<file path="src/hw/rtl/hopf_pkg.sv">
// Shared constants, types and helper functions of the associative memory.
package hopf_pkg;

    localparam int NEURONS      = 16;
    localparam int WEIGHT_LIMIT = 15;
    localparam int PATTERN_W    = 16;
    localparam int IDX_W        = $clog2(NEURONS);
    localparam int WEIGHT_W     = $clog2(WEIGHT_LIMIT + 1) + 1;
    localparam int SUM_W        = $clog2(NEURONS * WEIGHT_LIMIT + 1) + 1;

    typedef enum logic [1:0] {
        OP_CLEAR  = 2'd0,
        OP_TRAIN  = 2'd1,
        OP_LOAD   = 2'd2,
        OP_UPDATE = 2'd3
    } op_t;

    typedef logic [IDX_W-1:0]            idx_t;
    typedef logic signed [WEIGHT_W-1:0]  weight_t;
    typedef logic signed [WEIGHT_W:0]    weight_wide_t;
    typedef logic signed [SUM_W-1:0]     sum_t;
    typedef logic [NEURONS-1:0]          nvec_t;
    typedef logic [PATTERN_W-1:0]        pat_t;

    // Control broadcast from the sequencer to every cell.
    typedef struct packed {
        logic clear;
        logic train;
        logic load;
        logic set_state;
        logic set_value;
        idx_t idx;
    } cell_ctrl_t;

    // Spread the input pattern over the neurons; neurons past the pattern read as -1.
    function automatic nvec_t unpack_pattern(pat_t bits);
        nvec_t v;
        v = '0;
        for (int k = 0; k < NEURONS; k++) begin
            if (k < PATTERN_W) begin
                v[k] = bits[k];
            end
        end
        return v;
    endfunction

    // Pack the neuron states into the result word; missing neurons read as 0.
    function automatic pat_t pack_states(nvec_t s);
        pat_t v;
        v = '0;
        for (int k = 0; k < PATTERN_W; k++) begin
            if (k < NEURONS) begin
                v[k] = s[k];
            end
        end
        return v;
    endfunction

endpackage

</file>
<file path="src/hw/rtl/hopf_cell.sv">
// One neuron cell: its state bit, its weight column and one stage of the sum chain.
module hopf_cell (
    input  logic                   aclk,
    input  logic                   aresetn,
    input  hopf_pkg::cell_ctrl_t   ctrl,
    input  hopf_pkg::idx_t         cell_id,
    input  logic                   pattern_self,
    input  hopf_pkg::nvec_t        pattern_all,
    input  hopf_pkg::sum_t         sum_in,
    output hopf_pkg::sum_t         sum_out,
    output logic                   state_bit
);

    hopf_pkg::weight_t      w_reg  [hopf_pkg::NEURONS];
    hopf_pkg::weight_t      w_next [hopf_pkg::NEURONS];
    logic                   state_reg;
    logic                   state_next;
    hopf_pkg::sum_t         sum_reg;
    hopf_pkg::sum_t         sum_next;
    hopf_pkg::weight_t      w_sel;
    hopf_pkg::sum_t         w_ext;

    // Hebbian step toward agreement or disagreement, clamped at the weight limit.
    function automatic hopf_pkg::weight_t hebb_step(hopf_pkg::weight_t w, logic agree);
        hopf_pkg::weight_wide_t ext;
        hopf_pkg::weight_wide_t wide;
        hopf_pkg::weight_t      res;
        ext  = hopf_pkg::weight_wide_t'(w);
        wide = agree ? (ext + hopf_pkg::weight_wide_t'(1)) : (ext - hopf_pkg::weight_wide_t'(1));
        if (wide > hopf_pkg::weight_wide_t'(hopf_pkg::WEIGHT_LIMIT)) begin
            res = hopf_pkg::weight_t'(hopf_pkg::WEIGHT_LIMIT);
        end else if (wide < hopf_pkg::weight_wide_t'(-hopf_pkg::WEIGHT_LIMIT)) begin
            res = hopf_pkg::weight_t'(-hopf_pkg::WEIGHT_LIMIT);
        end else begin
            res = hopf_pkg::weight_t'(wide);
        end
        return res;
    endfunction

    // Weight column update: clear or train all rows at once, diagonal left at zero.
    always_comb begin
        for (int j = 0; j < hopf_pkg::NEURONS; j++) begin
            w_next[j] = w_reg[j];
            if (ctrl.clear) begin
                w_next[j] = '0;
            end else if (ctrl.train && (hopf_pkg::idx_t'(j) != cell_id)) begin
                w_next[j] = hebb_step(w_reg[j], pattern_all[j] == pattern_self);
            end
        end
    end

    // State bit: loaded from a pattern or written with an update result.
    always_comb begin
        state_next = state_reg;
        if (ctrl.load) begin
            state_next = pattern_self;
        end else if (ctrl.set_state && (ctrl.idx == cell_id)) begin
            state_next = ctrl.set_value;
        end
    end

    // This cell's signed term for the selected row, added to the running sum.
    assign w_sel    = w_reg[ctrl.idx];
    assign w_ext    = hopf_pkg::sum_t'(w_sel);
    assign sum_next = sum_in + (state_reg ? w_ext : -w_ext);

    always_ff @(posedge aclk) begin
        if (!aresetn) begin
            state_reg <= 1'b0;
            for (int j = 0; j < hopf_pkg::NEURONS; j++) begin
                w_reg[j] <= '0;
            end
        end else begin
            state_reg <= state_next;
            for (int j = 0; j < hopf_pkg::NEURONS; j++) begin
                w_reg[j] <= w_next[j];
            end
        end
    end

    // The partial sum moves one cell down the chain every cycle.
    always_ff @(posedge aclk) begin
        sum_reg <= sum_next;
    end

    assign sum_out   = sum_reg;
    assign state_bit = state_reg;

endmodule

</file>
<file path="config.mk">
export PLATFORM = sky130hd
export DESIGN_NAME = hopf_cell
export DESIGN_NICKNAME = d
export VERILOG_FILES = /design/src/hw/rtl/hopf_pkg.sv /design/src/hw/rtl/hopf_cell.sv
export SDC_FILE = /design/constraint.sdc
export NUM_CORES = 1
export LEC_CHECK = 0
export BUFFER_PORTS_ARGS = -buffer_cell sky130_fd_sc_hd__buf_2
export CORE_UTILIZATION = 55
export CTS_CLUSTER_DIAMETER = 50
export DETAILED_ROUTE_END_ITERATION = 7
export PLACE_DENSITY = 0.73
export SKIP_LAST_GASP = 1
export SYNTH_ARGS = -nofsm -noshare
export SYNTH_HDL_FRONTEND = slang
export SYNTH_SLANG_ARGS = --single-unit
</file>
<file path="constraint.sdc">
create_clock -name aclk -period 10 [get_ports aclk]
set_input_delay 1.5 -clock aclk [delete_from_list [all_inputs] [get_ports aclk]]
set_output_delay 1.5 -clock aclk [all_outputs]
set_load 0.01 [all_outputs]
</file>
## Word-level counts from Yosys, hierarchy flattened

Memory sizes are Yosys's and may differ from the RTL's.
Index checks and enable logic that the tools add are counted.

- Register bits after elaboration: 10
- Bits in writable memories: 80
- Input port bits: 41
- Output and inout port bits: 10
- Memories kept: 1

- Add/subtract/negate cells: 34
- Order comparisons: 32
- Equal/unequal tests: 32
- Multiplexer cells: 101
- Bitwise operators: 16
- Reductions and logical operators: 19

Memory list:

| memory | depth | width | read ports | clocked after memory_dff | wr ports | line | source |
|---|---|---|---|---|---|---|---|
| w_reg | 16 | 5 | 17 | 0 | 16 | hopf_cell.sv:14 | `hopf_pkg::weight_t w_reg [hopf_pkg::NEURONS];` |

Operators with widths:

| kind | count |
|---|---|
| $mux 5 | 80 |
| $add 5x2->6 const B | 16 |
| $gt 6x5->1 const B | 16 |
| $lt 6x5->1 const B | 16 |
| $mux 6 | 16 |
| $sub 5x2->6 const B | 16 |
| $ne 4x4->1 const A | 8 |
| $logic_and 1x1->1 | 17 |
| $eq 1x1->1 | 16 |
| $ne 3x4->1 const A | 4 |
| $or 1x1->1 | 16 |
| $add 9x9->9 | 1 |
| $mux 9 | 1 |
| $neg 5->9 | 1 |
| $ne 2x4->1 const A | 2 |
| $eq 4x4->1 | 1 |
| $mux 1 | 4 |
| $ne 1x4->1 const A | 1 |
| $reduce_bool 4->1 | 1 |
| $reduce_bool 2->1 | 1 |

## Depth between registers and ports, before layout

- Depth after elaboration: 8
- Mapped depth: 16

## Worst setup path after synthesis

OpenSTA, ideal clock, no wires.

- Kind: input to register
- Start point: input ctrl[0] (netlist bit)
- End point: register sum_reg[7] (netlist: sum_out[7])
- Library setup time: 0.072 ns
- Arrival: 4.485 ns
- Slack: 5.442 ns
- Stages: 15
- Path through: buf_4 -> buf_4 -> mux4_2 -> a22oi_1 -> nand2_1 -> inv_1 -> ha_1 -> mux2_2 -> ha_1 -> a21o_1 -> a21oi_1 -> nor2b_1 -> o21a_1 -> o41ai_1 -> xnor2_1

- Cells in the longest elaborated chain, start to end: 4

Ends and longest elaborated chain:

| element | line | source |
|---|---|---|
| start: declaration | hopf_cell.sv:5 | `input hopf_pkg::cell_ctrl_t ctrl,` |
| $mem_v2 16x5 (*) | n/a |  |
| $neg 5->9 | hopf_cell.sv:65 | `assign sum_next = sum_in + (state_reg ? w_ext : -w_ext);` |
| $mux 9 (*) | hopf_cell.sv:65 |  |
| $add 9x9->9 (*) | hopf_cell.sv:65 |  |
| via sum_next[7] | hopf_cell.sv:19 | `hopf_pkg::sum_t sum_next;` |
| end signal: assignment | hopf_cell.sv:83 | `sum_reg <= sum_next;` |
| end: declaration | hopf_cell.sv:18 | `hopf_pkg::sum_t sum_reg;` |

The timed path passes the listed nets; every way through them passes the cells marked *.
A chain may end at the register's enable or synchronous reset.

## Final worst setup path

Same ends and word-level chain as after synthesis.

==> impl_metrics.tcl <==
set metrics [dict create \
    postCtsSetupBuffers 0 \
    relSlewSlack_pct 54.3 \
    design.die.area_um2 14900 \
    synth.avg_cell_area_um2 8.60 \
    end_kind "flip-flop" \
    reg2reg_depth 13 \
    worst_setup_path_start_kind "input pin" \
    rsz0062_at_grt "false" \
    synth_warnings 0 \
    min_to "w_reg[6][3]" \
    drv_cap 0 \
    min_period_over_period_pct 45.6 \
    synth-main-ff-cell "dfxtp_1" \
    num_rows 43 \
    syn2layout_area_growth_pct 8.27 \
    syn_inst 922 \
    ys_seq_area_share_pct 22.7 \
    timing.setup.critical_path_class "in2reg" \
    outcome "complete, no violations" \
    synth-seq-cells 90 \
    startpoint "ctrl[0]" \
    track_usage_pct 26.3 \
    io_buffers 50 \
    synth-edff-count 0 \
    vias 6650 \
    fin_hold_ws_ns 0.525 \
    hold_buffers 0 \
    critPathMaxFanout 18 \
    ys_types 57 \
    layout_common_cells "inv_1 (97), ha_1 (90), dfxtp_1 (90)" \
    finalSetupViolations 0 \
    synth_nets 1070 \
    drive_gt1_share_pct 12.2 \
    hold_depth 2 \
    clk_latency_ns 0.35 \
    reg2reg_from "w_reg[2][0]" \
    clock-skew-final_ns 0.00634 \
    power_density_nw_per_um2 147 \
    cts.sinks 90 \
    cts_buffer_depth 2 \
    power.total_uw 1260 \
    leakagePower_uw 0.00393 \
    cts_tree "yes" \
    crit_arrival_ns 4.84 \
    hold_viol_final 0 \
    post-place-ws_ns 5.04 \
    start_util_pct 56.7 \
    dieWidth_um 122 \
    r2r_slack_ns 6.72 \
    dr.pass1.iters 4 \
    cts_made_buffers 9 \
    design.core.area_um2 14000 \
    layout_commonest_cell "inv_1" \
    htreeDepth 3 \
    timing.fmax_ghz 0.219 \
    worst_slew_pin_slew_ns 0.686 \
    cts_resized 0 \
    design_area_um2 8580 \
    grt_antenna_before_repair 2 \
    slew_violations 0 \
    min_from "w_reg[6][3]" \
    ir_drop_uv 84.3 \
    dp_hpwl_mm 14.1 \
    grt_max_degree 57 \
    path_clk_slew_ns 0.07 \
    place.gp.congestion 0.916 \
    largest_reg_flops 80 \
    min_path_type "reg2reg" \
    cp.required_ns 10.28 \
    async_reset_ff_share_pct 0 \
    drt-vias-per-instance 5.82 \
    grt_pass1_wl_mm 30.3 \
    overflow 0 \
    grt_pass1_vias 6164 \
    finalNetCount 1105 \
    io_pins 51 \
    reg2reg_to "sum_out[7]" \
    dr.first_iter.drc_count 453 \
    worst_slack_ns 5.44 \
    fin_tns_setup_ns 0 \
    period_needed_ns 4.56 \
    die_h_um 122 \
    clockRootBuffer "clkbuf_16" \
    placed_area_um2 8300 \
    antenna_left 0 \
    drt-total-wl_mm 18.4 \
    routedWlPerCell_um 16.1 \
    synthesis.area_um2 7930 \
    route.detailed.drc 0 \
]
[metrics by stage]
step,cells,util (%)
floorplan,922,-
global placement,1126,59.3
detailed placement,1126,59.3
CTS,1142,61.3
global route,1143,61.3
finish,1143,61.3
[worst max-delay path by stage]
stage | slack [ns] | depth (start not counted) | to
final | 5.44 | 14 | sum_out[7]
after global routing | 5.16 | 14 | sum_out[7]
after CTS | 5.40 | 14 | sum_out[7]
after detailed placement | 5.04 | 14 | sum_out[7]
after global placement | 5.17 | 14 | sum_out[7]
after floorplan | 5.44 | 15 | sum_out[7]
[layer usage]
layer / part of all wire [%] / GRT usage [%] / wire [µm]
met5: 0 / 0 / 0
met4: 3.1 / 12.2 / 568
met3: 6.4 / 4.07 / 1170
met2: 44 / 41.2 / 8130
met1: 46 / 35.2 / 8520
[kinds of logic (layout without fill, tap and decap cells)]
logic type	Yosys count	after routing	synth area share, %
other	0	1	0
XOR/XNOR	78	78	8.62
AND/OR/NAND/NOR	183	183	11.3
multiplexers	32	32	7.37
flip-flops	90	90	22.7
buffers and inverters	125	165	6.16
adder cells (fa/ha/maj)	119	119	20.0
AO/OA/AOI/OAI	295	295	23.8
[where the power goes]
part / leakage [µW] / internal, µW / switching [µW]
logic: 0.00305 / 225 / 277
registers: 0.000739 / 399 / 35.1
clock network: 0.000139 / 175 / 150
total: 0.00393 / 799 / 462
[cell usage after synthesis (all sizes together) (8+ instances only)]
library cell	count	share of area, %
inv	97	4.6
dfxtp	90	23
ha	90	14
o21ai	89	5.7
a21oi	67	4.2
nor2	57	2.7
xor2	46	5.1
nand2	42	2.0
a21o	32	3.0
xnor2	32	3.5
clkbuf	21	0.99
mux4	21	6.0
fa	17	4.3
o21a	17	1.6
and2	16	1.3
nor2b	15	1.2
a31oi	13	1.0
and3	12	0.95
maj3	12	1.5
nor3	12	0.76
a221oi	10	1.3
mux2i	10	1.3
nand2b	10	0.79
o211ai	9	0.85
or2	9	0.71
o21bai	8	0.76
[final cells by class]
| cell class | count | area [µm²] |
|---|---|---|
| Clock buffer | 10 | 239 |
| Antenna cell | 1 | 2.50 |
| Multi-Input combinational cell | 707 | 5640 |
| Inverter | 97 | 364 |
| Timing Repair Buffer | 52 | 265 |
| Clock inverter | 6 | 40.0 |
| Fill cell | 1262 | 5410 |
| Sequential cell | 90 | 1800 |
| Tap cell | 180 | 225 |
[worst max-delay path, stage by stage]
cell and delay, ns:
buf_2 0.42, mux4_2 0.59, a22oi_1 0.20, nand2_1 0.15, inv_1 0.09, ha_1 0.22
mux2_2 0.28, ha_1 0.28, a21o_1 0.16, a21oi_1 0.22, nor2b_1 0.08, o21a_1 0.18
o41ai_1 0.30, xnor2_1 0.17
Power figures use the tool's default switching activity.
